===== src/hdl/hrbd_pkg.sv =====
// ----------------------------------------------------------------------------
// hrbd_pkg
// Shared types and constants for the heart rate beat detector.
// ----------------------------------------------------------------------------
`default_nettype none

package hrbd_pkg;

    // Field widths
    localparam int SAMPLE_W  = 12;
    localparam int COUNT_W   = 13;
    localparam int RATE_W    = 16;

    // Serial divider: dividend/quotient wide enough for the largest ring sum
    localparam int DIV_W     = 20;
    localparam int DVS_W     = 13;
    localparam int DIV_CNT_W = $clog2(DIV_W);

    // Beats per minute from a tick count in milliseconds
    localparam logic [DIV_W-1:0]    BPM_NUMERATOR = DIV_W'(60000);
    localparam logic [SAMPLE_W-1:0] THRESH_RESET  = SAMPLE_W'(132);
    localparam logic [RATE_W-1:0]   TIMEOUT_RATE  = RATE_W'(1);

    // Sequencer states
    typedef enum logic [2:0] {
        S_IDLE,
        S_RATE,
        S_MSTART,
        S_MEAN,
        S_WB
    } state_t;

    // Divider request and status
    typedef struct packed {
        logic             start;
        logic [DIV_W-1:0] dividend;
        logic [DVS_W-1:0] divisor;
    } div_req_t;

    typedef struct packed {
        logic busy;
        logic done;
    } div_rsp_t;

    // Ring push request
    typedef struct packed {
        logic              push;
        logic [RATE_W-1:0] data;
    } ring_req_t;

endpackage

`default_nettype wire


===== src/hdl/hrbd_in_if.sv =====
// ----------------------------------------------------------------------------
// hrbd_in_if
// Sample channel: one ADC sample and enable bit per transfer.
// ----------------------------------------------------------------------------
`default_nettype none

interface hrbd_in_if;
    logic                          valid;
    logic                          ready;
    logic                          enable;
    logic [hrbd_pkg::SAMPLE_W-1:0] sample;

    modport source (output valid, output enable, output sample, input ready);
    modport sink   (input valid, input enable, input sample, output ready);
endinterface

`default_nettype wire


===== src/hdl/hrbd_out_if.sv =====
// ----------------------------------------------------------------------------
// hrbd_out_if
// Result channel: beat rate, mean rate and indicator per transfer.
// ----------------------------------------------------------------------------
`default_nettype none

interface hrbd_out_if;
    logic                        valid;
    logic                        ready;
    logic [hrbd_pkg::RATE_W-1:0] beat_rate;
    logic [hrbd_pkg::RATE_W-1:0] mean_rate;
    logic                        beat_indicator;

    modport source (output valid, output beat_rate, output mean_rate,
                    output beat_indicator, input ready);
    modport sink   (input valid, input beat_rate, input mean_rate,
                    input beat_indicator, output ready);
endinterface

`default_nettype wire


===== src/hdl/hrbd_divider.sv =====
// ----------------------------------------------------------------------------
// hrbd_divider
// Shared restoring divider, one quotient bit per cycle.
// ----------------------------------------------------------------------------
`default_nettype none

module hrbd_divider (
    input  wire logic                         clk,
    input  wire logic                         rst_n,
    input  wire hrbd_pkg::div_req_t           req,
    output hrbd_pkg::div_rsp_t                rsp,
    output logic [hrbd_pkg::DIV_W-1:0]        quotient
);

    logic [hrbd_pkg::DIV_W-1:0]     quo_reg,  quo_next;
    logic [hrbd_pkg::DVS_W-1:0]     rem_reg,  rem_next;
    logic [hrbd_pkg::DVS_W-1:0]     dvs_reg,  dvs_next;
    logic [hrbd_pkg::DIV_CNT_W-1:0] cnt_reg,  cnt_next;
    logic                           busy_reg, busy_next;
    logic                           done_reg, done_next;

    logic [hrbd_pkg::DVS_W:0]       rem_sh;
    logic [hrbd_pkg::DVS_W:0]       rem_sub;
    logic                           fits;

    // One restoring step
    always_comb
    begin
        rem_sh  = {rem_reg, quo_reg[hrbd_pkg::DIV_W-1]};
        fits    = (rem_sh >= {1'b0, dvs_reg});
        rem_sub = rem_sh - {1'b0, dvs_reg};

        quo_next  = quo_reg;
        rem_next  = rem_reg;
        dvs_next  = dvs_reg;
        cnt_next  = cnt_reg;
        busy_next = busy_reg;
        done_next = 1'b0;

        if (req.start)
        begin
            quo_next  = req.dividend;
            rem_next  = '0;
            dvs_next  = req.divisor;
            cnt_next  = '0;
            busy_next = 1'b1;
        end
        else if (busy_reg)
        begin
            quo_next = {quo_reg[hrbd_pkg::DIV_W-2:0], fits};
            rem_next = fits ? rem_sub[hrbd_pkg::DVS_W-1:0] : rem_sh[hrbd_pkg::DVS_W-1:0];
            cnt_next = cnt_reg + 1'b1;
            if (cnt_reg == hrbd_pkg::DIV_CNT_W'(hrbd_pkg::DIV_W - 1))
            begin
                busy_next = 1'b0;
                done_next = 1'b1;
            end
        end
    end

    // Control registers
    always_ff @(posedge clk or negedge rst_n)
    begin
        if (!rst_n)
        begin
            cnt_reg  <= '0;
            busy_reg <= 1'b0;
            done_reg <= 1'b0;
        end
        else
        begin
            cnt_reg  <= cnt_next;
            busy_reg <= busy_next;
            done_reg <= done_next;
        end
    end

    // Datapath registers
    always_ff @(posedge clk)
    begin
        quo_reg <= quo_next;
        rem_reg <= rem_next;
        dvs_reg <= dvs_next;
    end

    assign rsp.busy = busy_reg;
    assign rsp.done = done_reg;
    assign quotient = quo_reg;

endmodule

`default_nettype wire


===== src/hdl/hrbd_ring.sv =====
// ----------------------------------------------------------------------------
// hrbd_ring
// Ring of the last AVG_DEPTH beat rates with a running sum.
// ----------------------------------------------------------------------------
`default_nettype none

module hrbd_ring #(
    parameter int AVG_DEPTH = 5
) (
    input  wire logic                       clk,
    input  wire logic                       rst_n,
    input  wire hrbd_pkg::ring_req_t        req,
    output logic [hrbd_pkg::DIV_W-1:0]      sum
);

    localparam int SUM_W = $clog2(AVG_DEPTH * 60000 + 1);
    localparam int IDX_W = (AVG_DEPTH > 1) ? $clog2(AVG_DEPTH) : 1;

    logic [hrbd_pkg::RATE_W-1:0] ring_reg [AVG_DEPTH];
    logic [IDX_W-1:0]            idx_reg, idx_next;
    logic [SUM_W-1:0]            sum_reg, sum_next;

    // Replace the oldest entry and adjust the sum
    always_comb
    begin
        idx_next = idx_reg;
        sum_next = sum_reg;
        if (req.push)
        begin
            sum_next = sum_reg - SUM_W'(ring_reg[idx_reg]) + SUM_W'(req.data);
            if (idx_reg == IDX_W'(AVG_DEPTH - 1))
                idx_next = '0;
            else
                idx_next = idx_reg + 1'b1;
        end
    end

    always_ff @(posedge clk or negedge rst_n)
    begin
        if (!rst_n)
        begin
            idx_reg <= '0;
            sum_reg <= '0;
            for (int k = 0; k < AVG_DEPTH; k++)
                ring_reg[k] <= '0;
        end
        else
        begin
            idx_reg <= idx_next;
            sum_reg <= sum_next;
            if (req.push)
                ring_reg[idx_reg] <= req.data;
        end
    end

    assign sum = hrbd_pkg::DIV_W'(sum_reg);

endmodule

`default_nettype wire


===== src/hdl/heart_rate_beat_detector.sv =====
// ----------------------------------------------------------------------------
// heart_rate_beat_detector
// Threshold beat detector with bpm rate and moving average of the last beats.
// Sequence: a tick without a beat goes straight to S_WB; a beat runs S_RATE
//   (rate division), S_MSTART and S_MEAN (mean division through the shared
//   serial divider), then S_WB, which loads the output register once free.
// Throughput: the next sample is taken only back in S_IDLE, after S_WB has
//   loaded the result; that result may still wait at the output.
// Reset: asynchronous; control state, ring and sum clear, threshold returns to 132.
// ----------------------------------------------------------------------------
`default_nettype none

module heart_rate_beat_detector #(
    parameter int AVG_DEPTH     = 5,
    parameter int TIMEOUT_TICKS = 5000
) (
    input  wire logic                              clk,
    input  wire logic                              rst_n,
    input  wire logic                              cfg_wr_en,
    input  wire logic [hrbd_pkg::SAMPLE_W-1:0]     cfg_wr_data,
    hrbd_in_if.sink                                in_ch,
    hrbd_out_if.source                             out_ch
);

    hrbd_pkg::state_t               state_reg, state_next;
    logic [hrbd_pkg::SAMPLE_W-1:0]  thresh_reg;
    logic                           level_reg, level_next;
    logic [hrbd_pkg::COUNT_W-1:0]   tc_reg, tc_next;
    logic [hrbd_pkg::RATE_W-1:0]    rate_reg, rate_next;
    logic [hrbd_pkg::RATE_W-1:0]    mean_reg, mean_next;
    logic                           ind_reg, ind_next;

    logic                           out_valid_reg, out_valid_next;
    logic [hrbd_pkg::RATE_W-1:0]    out_rate_reg, out_rate_next;
    logic [hrbd_pkg::RATE_W-1:0]    out_mean_reg, out_mean_next;
    logic                           out_ind_reg, out_ind_next;

    logic [hrbd_pkg::COUNT_W-1:0]   tc_inc;
    logic                           in_xfer;
    logic                           out_free;
    logic                           is_high;

    hrbd_pkg::div_req_t             div_req;
    hrbd_pkg::div_rsp_t             div_rsp;
    logic [hrbd_pkg::DIV_W-1:0]     div_quo;
    hrbd_pkg::ring_req_t            ring_req;
    logic [hrbd_pkg::DIV_W-1:0]     ring_sum;

    hrbd_divider u_div (
        .clk      (clk),
        .rst_n    (rst_n),
        .req      (div_req),
        .rsp      (div_rsp),
        .quotient (div_quo)
    );

    hrbd_ring #(
        .AVG_DEPTH (AVG_DEPTH)
    ) u_ring (
        .clk   (clk),
        .rst_n (rst_n),
        .req   (ring_req),
        .sum   (ring_sum)
    );

    assign in_ch.ready = (state_reg == hrbd_pkg::S_IDLE);
    assign in_xfer     = in_ch.valid && in_ch.ready;
    assign out_free    = !out_valid_reg || out_ch.ready;
    assign tc_inc      = tc_reg + 1'b1;
    assign is_high     = (in_ch.sample > thresh_reg);

    // Sequencer: next state, detector state and divider/ring control
    always_comb
    begin
        state_next     = state_reg;
        level_next     = level_reg;
        tc_next        = tc_reg;
        rate_next      = rate_reg;
        mean_next      = mean_reg;
        ind_next       = ind_reg;
        out_valid_next = out_valid_reg;
        out_rate_next  = out_rate_reg;
        out_mean_next  = out_mean_reg;
        out_ind_next   = out_ind_reg;

        div_req.start    = 1'b0;
        div_req.dividend = hrbd_pkg::BPM_NUMERATOR;
        div_req.divisor  = tc_inc;
        ring_req.push    = 1'b0;
        ring_req.data    = div_quo[hrbd_pkg::RATE_W-1:0];

        if (out_valid_reg && out_ch.ready)
            out_valid_next = 1'b0;

        case (state_reg)
            hrbd_pkg::S_IDLE:
            begin
                if (in_xfer)
                begin
                    state_next = hrbd_pkg::S_WB;
                    if (in_ch.enable)
                    begin
                        if (is_high && !level_reg)
                        begin
                            // Rising crossing: rate = 60000 / ticks
                            level_next    = 1'b1;
                            ind_next      = 1'b1;
                            tc_next       = '0;
                            div_req.start = 1'b1;
                            state_next    = hrbd_pkg::S_RATE;
                        end
                        else
                        begin
                            tc_next = tc_inc;
                            if (!is_high && level_reg)
                            begin
                                level_next = 1'b0;
                                ind_next   = 1'b0;
                            end
                            // Timeout: no beat for too long
                            if (tc_inc > hrbd_pkg::COUNT_W'(TIMEOUT_TICKS))
                            begin
                                rate_next = hrbd_pkg::TIMEOUT_RATE;
                                mean_next = '0;
                                tc_next   = '0;
                                ind_next  = 1'b0;
                            end
                        end
                    end
                end
            end

            hrbd_pkg::S_RATE:
            begin
                if (div_rsp.done)
                begin
                    rate_next     = div_quo[hrbd_pkg::RATE_W-1:0];
                    ring_req.push = 1'b1;
                    state_next    = hrbd_pkg::S_MSTART;
                end
            end

            hrbd_pkg::S_MSTART:
            begin
                // Ring sum is updated; divide it by the depth
                div_req.start    = 1'b1;
                div_req.dividend = ring_sum;
                div_req.divisor  = hrbd_pkg::DVS_W'(AVG_DEPTH);
                state_next       = hrbd_pkg::S_MEAN;
            end

            hrbd_pkg::S_MEAN:
            begin
                if (div_rsp.done)
                begin
                    mean_next  = div_quo[hrbd_pkg::RATE_W-1:0];
                    state_next = hrbd_pkg::S_WB;
                end
            end

            hrbd_pkg::S_WB:
            begin
                // Load the output register once it is free
                if (out_free)
                begin
                    out_valid_next = 1'b1;
                    out_rate_next  = rate_reg;
                    out_mean_next  = mean_reg;
                    out_ind_next   = ind_reg;
                    state_next     = hrbd_pkg::S_IDLE;
                end
            end

            default:
            begin
                state_next = hrbd_pkg::S_IDLE;
            end
        endcase
    end

    // Control and detector state
    always_ff @(posedge clk or negedge rst_n)
    begin
        if (!rst_n)
        begin
            state_reg     <= hrbd_pkg::S_IDLE;
            thresh_reg    <= hrbd_pkg::THRESH_RESET;
            level_reg     <= 1'b0;
            tc_reg        <= '0;
            rate_reg      <= '0;
            mean_reg      <= '0;
            ind_reg       <= 1'b0;
            out_valid_reg <= 1'b0;
        end
        else
        begin
            state_reg     <= state_next;
            level_reg     <= level_next;
            tc_reg        <= tc_next;
            rate_reg      <= rate_next;
            mean_reg      <= mean_next;
            ind_reg       <= ind_next;
            out_valid_reg <= out_valid_next;
            if (cfg_wr_en)
                thresh_reg <= cfg_wr_data;
        end
    end

    // Output payload
    always_ff @(posedge clk)
    begin
        out_rate_reg <= out_rate_next;
        out_mean_reg <= out_mean_next;
        out_ind_reg  <= out_ind_next;
    end

    assign out_ch.valid          = out_valid_reg;
    assign out_ch.beat_rate      = out_rate_reg;
    assign out_ch.mean_rate      = out_mean_reg;
    assign out_ch.beat_indicator = out_ind_reg;

    // Indicator is only ever high while the level flag is high
    a_ind_level: assert property (@(posedge clk) disable iff (!rst_n)
        ind_reg |-> level_reg)
        else $error("indicator high with level flag low");

    // Tick count never passes the timeout limit
    a_tc_limit: assert property (@(posedge clk) disable iff (!rst_n)
        tc_reg <= hrbd_pkg::COUNT_W'(TIMEOUT_TICKS))
        else $error("tick count above timeout");

    // Divider is never restarted while busy
    a_div_start: assert property (@(posedge clk) disable iff (!rst_n)
        div_req.start |-> !div_rsp.busy)
        else $error("divider started while busy");

    // Ring push only with a fresh rate quotient
    a_ring_push: assert property (@(posedge clk) disable iff (!rst_n)
        ring_req.push |-> div_rsp.done && (state_reg == hrbd_pkg::S_RATE))
        else $error("ring push without rate result");

endmodule

`default_nettype wire


===== src/flat_wrapper.sv =====
// flat-port wrapper written by rule: the top's interface ports become plain ports
module heart_rate_beat_detector_flat 
#(
    parameter int AVG_DEPTH     = 5,
    parameter int TIMEOUT_TICKS = 5000
)
  (clk, rst_n, cfg_wr_en, cfg_wr_data, in_ch_valid, in_ch_enable, in_ch_sample, in_ch_ready, out_ch_valid, out_ch_beat_rate, out_ch_mean_rate, out_ch_beat_indicator, out_ch_ready);
  hrbd_in_if in_ch_i ();
  hrbd_out_if out_ch_i ();
  input  wire logic clk;
  input  wire logic rst_n;
  input  wire logic cfg_wr_en;
  input  wire logic [hrbd_pkg::SAMPLE_W-1:0] cfg_wr_data;
  input wire logic [$bits(in_ch_i.valid)-1:0] in_ch_valid;
  input wire logic [$bits(in_ch_i.enable)-1:0] in_ch_enable;
  input wire logic [$bits(in_ch_i.sample)-1:0] in_ch_sample;
  output wire logic [$bits(in_ch_i.ready)-1:0] in_ch_ready;
  output wire logic [$bits(out_ch_i.valid)-1:0] out_ch_valid;
  output wire logic [$bits(out_ch_i.beat_rate)-1:0] out_ch_beat_rate;
  output wire logic [$bits(out_ch_i.mean_rate)-1:0] out_ch_mean_rate;
  output wire logic [$bits(out_ch_i.beat_indicator)-1:0] out_ch_beat_indicator;
  input wire logic [$bits(out_ch_i.ready)-1:0] out_ch_ready;
  assign in_ch_i.valid = in_ch_valid;
  assign in_ch_i.enable = in_ch_enable;
  assign in_ch_i.sample = in_ch_sample;
  assign in_ch_ready = in_ch_i.ready;
  assign out_ch_valid = out_ch_i.valid;
  assign out_ch_beat_rate = out_ch_i.beat_rate;
  assign out_ch_mean_rate = out_ch_i.mean_rate;
  assign out_ch_beat_indicator = out_ch_i.beat_indicator;
  assign out_ch_i.ready = out_ch_ready;
  heart_rate_beat_detector #(.AVG_DEPTH(AVG_DEPTH), .TIMEOUT_TICKS(TIMEOUT_TICKS)) u_core (.clk(clk), .rst_n(rst_n), .cfg_wr_en(cfg_wr_en), .cfg_wr_data(cfg_wr_data), .in_ch(in_ch_i), .out_ch(out_ch_i));
endmodule

===== config.mk =====
export PLATFORM = sky130hd
export DESIGN_NAME = heart_rate_beat_detector_flat
export DESIGN_NICKNAME = d
export VERILOG_FILES = /design/src/hdl/hrbd_pkg.sv /design/src/hdl/hrbd_in_if.sv /design/src/hdl/hrbd_out_if.sv /design/src/hdl/hrbd_divider.sv /design/src/hdl/hrbd_ring.sv /design/src/hdl/heart_rate_beat_detector.sv /design/src/flat_wrapper.sv
export SDC_FILE = /design/constraint.sdc
export NUM_CORES = 1
export LEC_CHECK = 0
export ABC_AREA = 1
export BUFFER_PORTS_ARGS = -buffer_cell sky130_fd_sc_hd__buf_2
export CORE_MARGIN = 5
export CORE_UTILIZATION = 40
export CTS_BUF_LIST = sky130_fd_sc_hd__clkbuf_8
export DETAILED_ROUTE_END_ITERATION = 10
export RECOVER_POWER = 50
export SYNTH_ARGS = -nofsm -noshare
export SYNTH_HDL_FRONTEND = slang
export SYNTH_SLANG_ARGS = --single-unit
export TNS_END_PERCENT = 10

===== constraint.sdc =====
create_clock -name clk -period 3.1 [get_ports clk]
set_input_delay 0.31 -clock clk [delete_from_list [all_inputs] [get_ports clk]]
set_output_delay 0.31 -clock clk [all_outputs]
set_load 0.01 [all_outputs]

==> results of run 1 <==
[routing by layer]
| layer | GRT usage, % | vias up | wire [um] |
|---|---|---|---|
| li1 | - | 5107 | - |
| met2 | 29.2 | 242 | 14800 |
| met1 | 26.4 | 4885 | 15400 |
| met5 | 0 | - | 0 |
| met4 | 4.86 | 0 | 606 |
| met3 | 3.43 | 47 | 1770 |
[kinds of logic after synthesis]
kind of cell               Yosys count
buffers and inverters              221
muxes                                1
AOI/OAI and AO/OA                  272
adders and majority gates           68
DFF                                251
xor gates and xnor gates            25
and+or+nand+nor                    591
[what timing repair did]
action,4_1_cts,5_1_grt
pin swaps,17,39
gates resized for setup,48,58
hold buffers,14,0
cloned,1,1
endpoints found under the setup margin,11,100
endpoints found under the hold margin,97,0
buffers inserted,6,6
[worst register-to-register path: cells and delay by family (launching register included)]
| kind | cells | cell delay (ns) |
|---|---|---|
| fa+ha+maj | 2 | 0.89 |
| simple gates | 8 | 0.86 |
| buf+inv | 4 | 0.51 |
| flops | 1 | 0.40 |
| compound gates | 3 | 0.35 |
[cell usage after synthesis (3+ instances only)]
library cell  count
inv_1           173
nand4_1          26
nor2_1           89
o21ai_0         132
xnor2_1          11
nor2_2            9
edfxtp_1         66
dfxtp_1          13
nand3_1          62
nand2_2           8
nand2_4           3
o21bai_1          6
clkbuf_1         32
buf_2             5
xor2_1           14
o21ai_1           9
nand3b_1          4
fa_1             17
dfrtp_1         170
a21oi_1          49
a22oi_1          23
o21ai_2          18
o22ai_1          18
o211ai_1          6
or2_2             6
nor3_1           11
nand2_1         370
ha_1             51
buf_6             3
inv_2             5
[power breakdown]
part	total, mW	switching [mW]	internal, mW
Clock	3.00	1.39	1.61
Combinational	7.97	4.61	3.36
Sequential	4.68	0.424	4.26
Total	15.6	6.42	9.22
[final timing paths]
check                                                  end                startpoint  slack [ns]
max in group asynchronous         u_core.u_ring.sum_reg[4]                     rst_n        0.71
worst min-delay path                  u_core.thresh_reg[2]                 cfg_wr_en        0.13
min in group asynchronous       u_core.u_ring.ring_reg[15]                     rst_n        0.99
worst min register to register  u_core.out_ch.beat_rate[9]        u_core.rate_reg[9]        0.45
worst max register to register   u_core.u_ring.sum_reg[14]  u_core.u_ring.idx_reg[1]       -0.05
worst max-delay path             u_core.u_ring.sum_reg[14]  u_core.u_ring.idx_reg[1]       -0.05
[through the flow]
| step | TNS, ns | util (%) | cells | hold WS, ns | power [mW] |
|---|---|---|---|---|---|
| 2_1_floorplan | -0.0158 | - | 1429 | 0.0144 | 9.31 |
| 3_3_place_gp | -0.906 | 44.9 | 1950 | 0.432 | 11.6 |
| 3_5_place_dp | -1.38 | 44.9 | 1950 | 0.434 | 11.7 |
| 4_1_cts | -0.0264 | 49.0 | 2050 | 0.107 | 15.2 |
| 5_1_grt | -1.52 | 49.8 | 2057 | 0.156 | 16.9 |
| 6_report | -0.191 | 49.8 | 2057 | 0.134 | 15.6 |
[layout make-up]
| cell class | instances | area [um^2] |
|---|---|---|
| clock buffers | 52 | 716 |
| repair buffers | 190 | 1380 |
| fillers | 2891 | 15800 |
| inverters | 178 | 671 |
| well taps | 402 | 503 |
| clock inverters | 27 | 153 |
| flip-flops and latches | 251 | 6550 |
| multi-input cells | 957 | 5710 |
==> results.json, run 1 <==
{
  "core_area_um2": 31500,
  "synth_compound_area_share_pct": 12.5,
  "nNetsFinal": 1720,
  "num_io_pins": 65,
  "p_leak_nw": 7.25,
  "min_period_ns": 3.15,
  "cp_slowest_cell": "fa_1",
  "num_antenna_cells": 0,
  "relSlewSlack_pct": -58.0,
  "synth_area_um2": 12700,
  "area_growth_pct": 23.4,
  "drt_iter0_drc": 641,
  "start_util_pct": 40.4,
  "largest_reg_flops": 80,
  "max_clock_freq_mhz": 317,
  "final_common_cell": "nand2_1",
  "syn_inst": 1429,
  "synth-xor-area-share_pct": 1.72,
  "crit_buf_inv": 4,
  "ir_drop_mv": 0.382,
  "yosys.area.top_type": "dfrtp_1",
  "status": "complete, but fails checks",
  "syn_nets": 1527,
  "die_y_um": 188,
  "grt_usage_pct": 18.5,
  "die-area_um2": 35400,
  "io_buffers": 64,
  "pre_cts_slack_ns": -0.207,
  "design_area_um2": 15700,
  "drt_wl_total_um": 32600,
  "cts_buffer_depth": 3,
  "yosysWarnings": 0,
  "drive_gt1_share_pct": 20.2,
  "yosys.area_share.simple_pct": 19.6,
  "maxCapViolCount": 1,
  "crit_path_start_kind": "register",
  "synth.ff_latch_count": 251,
  "synth_edf_count": 66,
  "critPathKind": "register to register",
  "cts_tree": "built",
  "violations": "max-capacitance violations, max-slew violations, negative setup slack",
  "clock_latency_ns": 0.59,
  "yosys-top-cells-area": "dfrtp_1 33%, edfxtp_1 16%, nand2_1 11%",
  "drcViolationCount": 0,
  "grt.overflow.total": 0,
  "critPathArrivalTime_ns": 3.58,
  "grt_start_max_net_pins": 89,
  "wl_per_cell_um": 15.8,
  "grt_pass1_wl_um": 53400,
  "worst_slack_ns": -0.0526,
  "dp_hpwl_um": 22800,
  "synth-async-reset-ratio_pct": 68.5,
  "ant_nets": 0,
  "path_common_cell": "nand3_1",
  "end_kind": "register",
  "worst-endpoint-required_ns": 3.52,
  "htree_levels": 2,
  "cellPowerDensity_nw_per_um2": 998,
  "tightest_slew_ns": 2.37,
  "path_clk_slew_ns": 0.06,
  "via_count": 10300,
  "cp_top_family": "adder cells",
  "root_buffer": "clkbuf_8",
  "crit_cells": 17,
  "synth_top_family_by_area": "simple AND/OR/NAND/NOR gates",
  "dpl_cell_area_um2": 14100,
  "synth_top_area_share_pct": 33.5,
  "period_share_pct": 102,
  "layout_common_cells": "363 x nand2_1, 181 x inv_1, 170 x dfrtp_1",
  "synth_adder_area_share_pct": 7.70,
  "cts_made_buffers": 44,
  "antenna_found_initial": 1,
  "avgViaCountPerCell": 5.00,
  "crit_chain": "nand2_2, nor2_1, buf_6, buf_4, a22oi_2, nand4_1, fa_1, inv_2, fa_2, nand3_1, nand2_2, a21boi_1, buf_4, nand3b_1, nand3_1, nand3_1, o21ai_0",
  "clock-sinks": 251,
  "grt_pass1_vias": 10100,
  "whs_path_depth": 3,
  "max_stage_delay_ns": 0.55,
  "muxShareOfSynthArea_pct": 0.0886,
  "avgSynthCellArea_um2": 8.89,
  "setup_violations": 6,
  "slew_violations": 87,
  "ys_seq_area_share_pct": 51.5,
  "fin_skew_ns": 0.0370,
  "path_max_fanout": 11,
  "synth_cell_types": 46,
  "die_w_um": 188,
  "num_rows": 65,
  "rsz0062_at_grt": "yes",
  "synthFlopType": "dfrtp_1",
  "dr.pass1.iters": 5,
  "reg2reg_depth": 17,
  "hold_violations": 0,
  "hold_path_class": "input port to register",
  "gp_congestion": 0.900
}
Note: power is estimated with default switching activity, not from simulation.
==> inputs of run 2 (changes only) <==
Settings changed: PLACE_DENSITY set to 0.6, RECOVER_POWER 50 to 25.
==> run 2 against run 1 <==
  * The flow still finishes with violations (max-capacitance violations, max-slew violations, negative setup slack)
  * Routed wire length is essentially flat
  * Critical path type unchanged
  * Via count grew 0.21%
  * Sequential power is essentially flat
  * Largest cell class unchanged
  * Clock skew is essentially flat
  * Design area grew 0.30%
==> results.json, run 2 (synthesized netlist as in run 1, its figures left out) <==
{
  "violations": "max-capacitance violations, max-slew violations, negative setup slack",
  "num_antenna_cells": 0,
  "worst-endpoint-required_ns": 3.52,
  "cts_tree": "built",
  "p_leak_nw": 7.34,
  "drt_iter0_drc": 647,
  "maxCapViolCount": 1,
  "period_share_pct": 102,
  "die-area_um2": 35400,
  "layout_common_cells": "363 x nand2_1, 181 x inv_1, 170 x dfrtp_1",
  "tightest_slew_ns": 2.36,
  "status": "complete, but fails checks",
  "critPathKind": "register to register",
  "root_buffer": "clkbuf_8",
  "grt_start_max_net_pins": 89,
  "m1WireLength_um": 15300,
  "cp_slowest_cell": "fa_1",
  "top_layer": "met4",
  "avgViaCountPerCell": 5.01,
  "core_area_um2": 31500,
  "clock-sinks": 251,
  "hold_violations": 0,
  "ir_drop_mv": 0.382,
  "drt_wl_total_um": 32500,
  "hold_ws_ns": 0.133,
  "relSlewSlack_pct": -57.2,
  "fin_skew_ns": 0.0370,
  "die_y_um": 188,
  "cts_made_buffers": 44,
  "hold_path_class": "input port to register",
  "clock_latency_ns": 0.59,
  "min_period_ns": 3.16,
  "antenna_found_initial": 1,
  "cts_buffer_depth": 3,
  "htree_levels": 2,
  "slew_violations": 87,
  "path_max_fanout": 11,
  "met2_length_um": 14800,
  "via_count": 10300,
  "ant_nets": 0,
  "rsz0062_at_grt": "yes",
  "stdcell_count": 2057,
  "drcViolationCount": 0,
  "largest_reg_flops": 80,
  "end_kind": "register",
  "setup_violations": 6,
  "dr.pass1.iters": 6,
  "wl_per_cell_um": 15.8,
  "grt_pass1_wl_um": 53400,
  "max_stage_delay_ns": 0.55,
  "crit_path_start_kind": "register",
  "critPathArrivalTime_ns": 3.58,
  "crit_chain": "nand2_2, nor2_1, buf_6, buf_4, a22oi_2, nand4_1, fa_1, inv_2, fa_2, nand3_1, nand2_2, a21boi_1, buf_4, nand3b_1, nand3_1, nand3_1, o21ai_0",
  "placed_cells": 1950,
  "nNetsFinal": 1720,
  "dr_wl_met3_um": 1780,
  "io_buffers": 64,
  "gp_congestion": 0.900,
  "grt.overflow.total": 0,
  "worst_slack_ns": -0.0561,
  "cellPowerDensity_nw_per_um2": 996,
  "grt_usage_pct": 18.5,
  "path_clk_slew_ns": 0.06,
  "grt_pass1_vias": 10100,
  "die_w_um": 188,
  "start_util_pct": 40.4,
  "max_clock_freq_mhz": 317,
  "final_common_cell": "nand2_1",
  "crit_buf_inv": 4,
  "path_common_cell": "nand3_1",
  "num_rows": 65,
  "drive_gt1_share_pct": 22.4,
  "area_growth_pct": 23.7,
  "cp_top_family": "adder cells",
  "num_io_pins": 65,
  "dp_hpwl_um": 22800
}
[run 2: final cells by class]
cell class,count,area [um^2]
Sequential cell,251,6550
Fill cell,2876,15800
Inverter,178,671
Clock inverter,27,153
Multi-Input combinational cell,957,5710
Tap cell,402,503
Timing Repair Buffer,190,1420
Clock buffer,52,716
[run 2: worst paths after layout]
| check | start | to | cells after the start | slack, ns |
|---|---|---|---|---|
| worst max-delay path | u_core.u_ring.idx_reg[1] | u_core.u_ring.sum_reg[14] | 17 | -0.06 |
| worst min register to register | u_core.rate_reg[9] | u_core.out_ch.beat_rate[9] | 0 | 0.45 |
| worst min-delay path | cfg_wr_en | u_core.thresh_reg[2] | 3 | 0.13 |
| max in group asynchronous | rst_n | u_core.rate_reg[5] | 2 | 0.72 |
| worst max register to register | u_core.u_ring.idx_reg[1] | u_core.u_ring.sum_reg[14] | 17 | -0.06 |
| min in group asynchronous | rst_n | u_core.u_ring.ring_reg[15] | 2 | 0.98 |
[run 2: metal layers]
layer,track usage (%),vias to the layer above
met5,0,-
li1,-,5107
met3,3.43,49
met4,4.86,0
met2,29.2,254
met1,26.4,4893
[run 2: tightest hold or removal path, delay by kind of cell]
kind | cells | cell delay [ns]
buffers and inverters | 1 | 0.22
AND/OR/NAND/NOR | 1 | 0.09
AO/OA/AOI/OAI | 1 | 0.07
[run 2: report_power, final]
part	internal (mW)	switching, mW
Combinational	3.37	4.61
Sequential	4.26	0.424
Clock	1.61	1.39
[run 2: through the flow]
step	instance area, um^2	power (mW)	setup slack, ns	setup TNS (ns)	utilization (%)
after floorplan	12700	9.31	-0.0158	-0.0158	-
after global placement	14100	11.6	-0.140	-0.906	44.9
after detailed placement	14100	11.7	-0.207	-1.38	44.9
after CTS	15400	15.2	-0.0164	-0.0264	49.0
after global routing	15700	16.9	-0.170	-1.52	50.0
final	15700	15.7	-0.0561	-0.193	50.0
[run 2: repair_timing]
action | CTS | global route
hold buffers | 14 | 0
setup endpoints to repair | 11 | 100
pin swaps | 17 | 39
buffers inserted | 6 | 6
gates resized for setup | 48 | 58
endpoints found under the hold margin | 97 | 0
cloned | 1 | 1
==> inputs of run 3 (changes only) <==
Settings changed: ABC_CLOCK_PERIOD_IN_PS set to 3100, CORE_MARGIN 5 to not set.
==> run 3 against run 2 <==
  * The run still ends with max-capacitance violations, max-slew violations, negative setup slack left
  * Critical endpoint is now u_core.u_ring.sum_reg[18]
  * Largest cell class unchanged
  * Register-to-register slack better by 0.05 ns
  * Sequential share of layout area rose by 0.25 points
  * Highest routed layer unchanged
  * Die area down 8.3%
  * Critical path type unchanged
==> results.json, run 3 (synthesized netlist as in run 1, its figures left out) <==
{
  "gp_congestion": 0.906,
  "drcViolationCount": 0,
  "setup_violations": 1,
  "m1WireLength_um": 15400,
  "cts_made_buffers": 44,
  "placed_cells": 1931,
  "io_buffers": 64,
  "root_buffer": "clkbuf_8",
  "critPathArrivalTime_ns": 3.58,
  "max_clock_freq_mhz": 322,
  "hold_violations": 0,
  "path_common_cell": "inv_2",
  "drt_iter0_drc": 854,
  "die-area_um2": 32500,
  "tightest_slew_ns": 1.70,
  "drt_wl_total_um": 32500,
  "die_y_um": 180,
  "fin_util_pct": 50.6,
  "relSlewSlack_pct": -13.4,
  "nNetsFinal": 1698,
  "dr_wl_met3_um": 2000,
  "clock_latency_ns": 0.57,
  "area_growth_pct": 23.0,
  "pre_cts_slack_ns": -0.104,
  "min_period_ns": 3.11,
  "ant_nets": 0,
  "design_area_um2": 15600,
  "largest_reg_flops": 80,
  "dp_hpwl_um": 22400,
  "clock-sinks": 251,
  "slew_violations": 59,
  "final_common_cell": "nand2_1",
  "crit_path_start_kind": "register",
  "cellPowerDensity_nw_per_um2": 1020,
  "hold_path_class": "input port to register",
  "cts_buffer_depth": 3,
  "ir_drop_mv": 0.391,
  "path_max_fanout": 9,
  "die_w_um": 180,
  "dr.pass1.iters": 7,
  "avgViaCountPerCell": 5.05,
  "met2_length_um": 14400,
  "p_leak_nw": 7.29,
  "start_util_pct": 41.1,
  "status": "complete, but fails checks",
  "layout_common_cells": "359 x nand2_1, 183 x inv_1, 170 x dfrtp_1",
  "via_count": 10300,
  "grt_pass1_vias": 9823,
  "worst-endpoint-required_ns": 3.57,
  "grt.overflow.total": 0,
  "top_layer": "met4",
  "r2r-start": "u_core.u_ring.idx_reg[2]",
  "cts_tree": "built",
  "max_stage_delay_ns": 0.60,
  "path_clk_slew_ns": 0.06,
  "antenna_found_initial": 0,
  "fin_skew_ns": 0.0398,
  "period_share_pct": 100,
  "maxCapViolCount": 1,
  "crit_chain": "inv_2, buf_6, nor3_4, buf_6, buf_12, nand2_1, nand4_1, fa_1, inv_2, ha_4, nand2_2, inv_2, nand3_2, nor3_2, nand3_1, nand3_1, xor2_1, nand2_1, o21ai_1",
  "stdcell_count": 2031,
  "min_from": "cfg_wr_en",
  "hold_end": "u_core.thresh_reg[2]",
  "whs_path_depth": 3,
  "htree_levels": 2,
  "worst_slack_ns": -0.00945,
  "wl_per_cell_um": 16.0,
  "grt_start_max_net_pins": 60,
  "core_area_um2": 30900,
  "reg2reg_depth": 19,
  "grt_pass1_wl_um": 51600,
  "fin_total_pwr_mw": 15.9,
  "critPathKind": "register to register",
  "dpl_cell_area_um2": 14100,
  "num_antenna_cells": 0,
  "drive_gt1_share_pct": 21.4,
  "violations": "max-capacitance violations, max-slew violations, negative setup slack",
  "grt_usage_pct": 19.9,
  "num_io_pins": 65,
  "ff2ff_setup_slack_ns": -0.009,
  "end_kind": "register",
  "rsz0062_at_grt": "yes",
  "regToRegEndpoint": "u_core.u_ring.sum_reg[18]",
  "cp_slowest_cell": "fa_1",
  "num_rows": 64
}
## run 3: cell types whose count changed in the layout (fill, tap and decap cells not counted), moves of 3 or more
cell | before | now
nand2_1 | 363 | 359
nand2_2 | 15 | 18
buf_4 | 96 | 76
a21oi_2 | 7 | 10
a21oi_1 | 40 | 37
nor2_4 | 5 | 2
buf_6 | 7 | 4
## run 3: cell type report
type | count | area (um^2)
multi-input combinational | 957 | 5720
timing repair buffer | 168 | 1270
clock inverter | 29 | 216
inverter | 178 | 668
sequential | 251 | 6550
clock buffer | 52 | 716
tap | 396 | 495
fill | 2833 | 15300
## run 3: stage by stage
| step | hold WS, ns | TNS (ns) |
|---|---|---|
| final | 0.139 | -0.00945 |
| after CTS | 0.104 | -0.153 |
| after detailed placement | 0.366 | -0.447 |
| after floorplan | 0.0144 | -0.0158 |
| after global placement | 0.361 | -0.251 |
| after global routing | 0.151 | -0.787 |
## run 3: worst max-delay path by stage
| stage | cells past startpoint | slack (ns) | to | startpoint |
|---|---|---|---|---|
| floorplan | 15 | -0.02 | u_core.u_ring.sum_reg[12] | u_core.u_ring.idx_reg[1] |
| global placement | 17 | -0.07 | u_core.u_ring.sum_reg[17] | u_core.u_ring.idx_reg[1] |
| detailed placement | 17 | -0.10 | u_core.u_ring.sum_reg[17] | u_core.u_ring.idx_reg[1] |
| CTS | 17 | -0.11 | u_core.u_ring.sum_reg[17] | u_core.u_ring.idx_reg[1] |
| global route | 19 | -0.12 | u_core.u_ring.sum_reg[18] | u_core.u_ring.idx_reg[2] |
| finish | 19 | -0.009 | u_core.u_ring.sum_reg[18] | u_core.u_ring.idx_reg[2] |
## run 3: power by group
group,internal (mW),switching (mW),total (mW)
clock network,1.79,1.41,3.20
logic,3.30,4.72,8.02
registers,4.26,0.422,4.68
total,9.35,6.55,15.9
## run 3: critical path, delay by kind of cell, from the launching register on
kind                     cells  cell delay [ns]
adder cells (fa/ha/maj)      2             0.88
flip-flops                   1             0.40
AO/OA/AOI/OAI                1             0.07
buffers and inverters        6             0.58
XOR/XNOR                     1             0.15
AND/OR/NAND/NOR              9             0.93
## run 3: metal layers
metal	track usage, %	up-vias
met4	6.05	0
li1	-	5059
met5	0	-
met1	28.9	4854
met2	30.1	293
met3	3.48	56
## run 3: timing repair
action	CTS	global route
buffers inserted	0	5
resized for setup	5	97
setup endpoints to repair	8	52
pin swaps	0	36
hold buffers	14	0
gates cloned	0	1
endpoints found under the hold margin	66	0
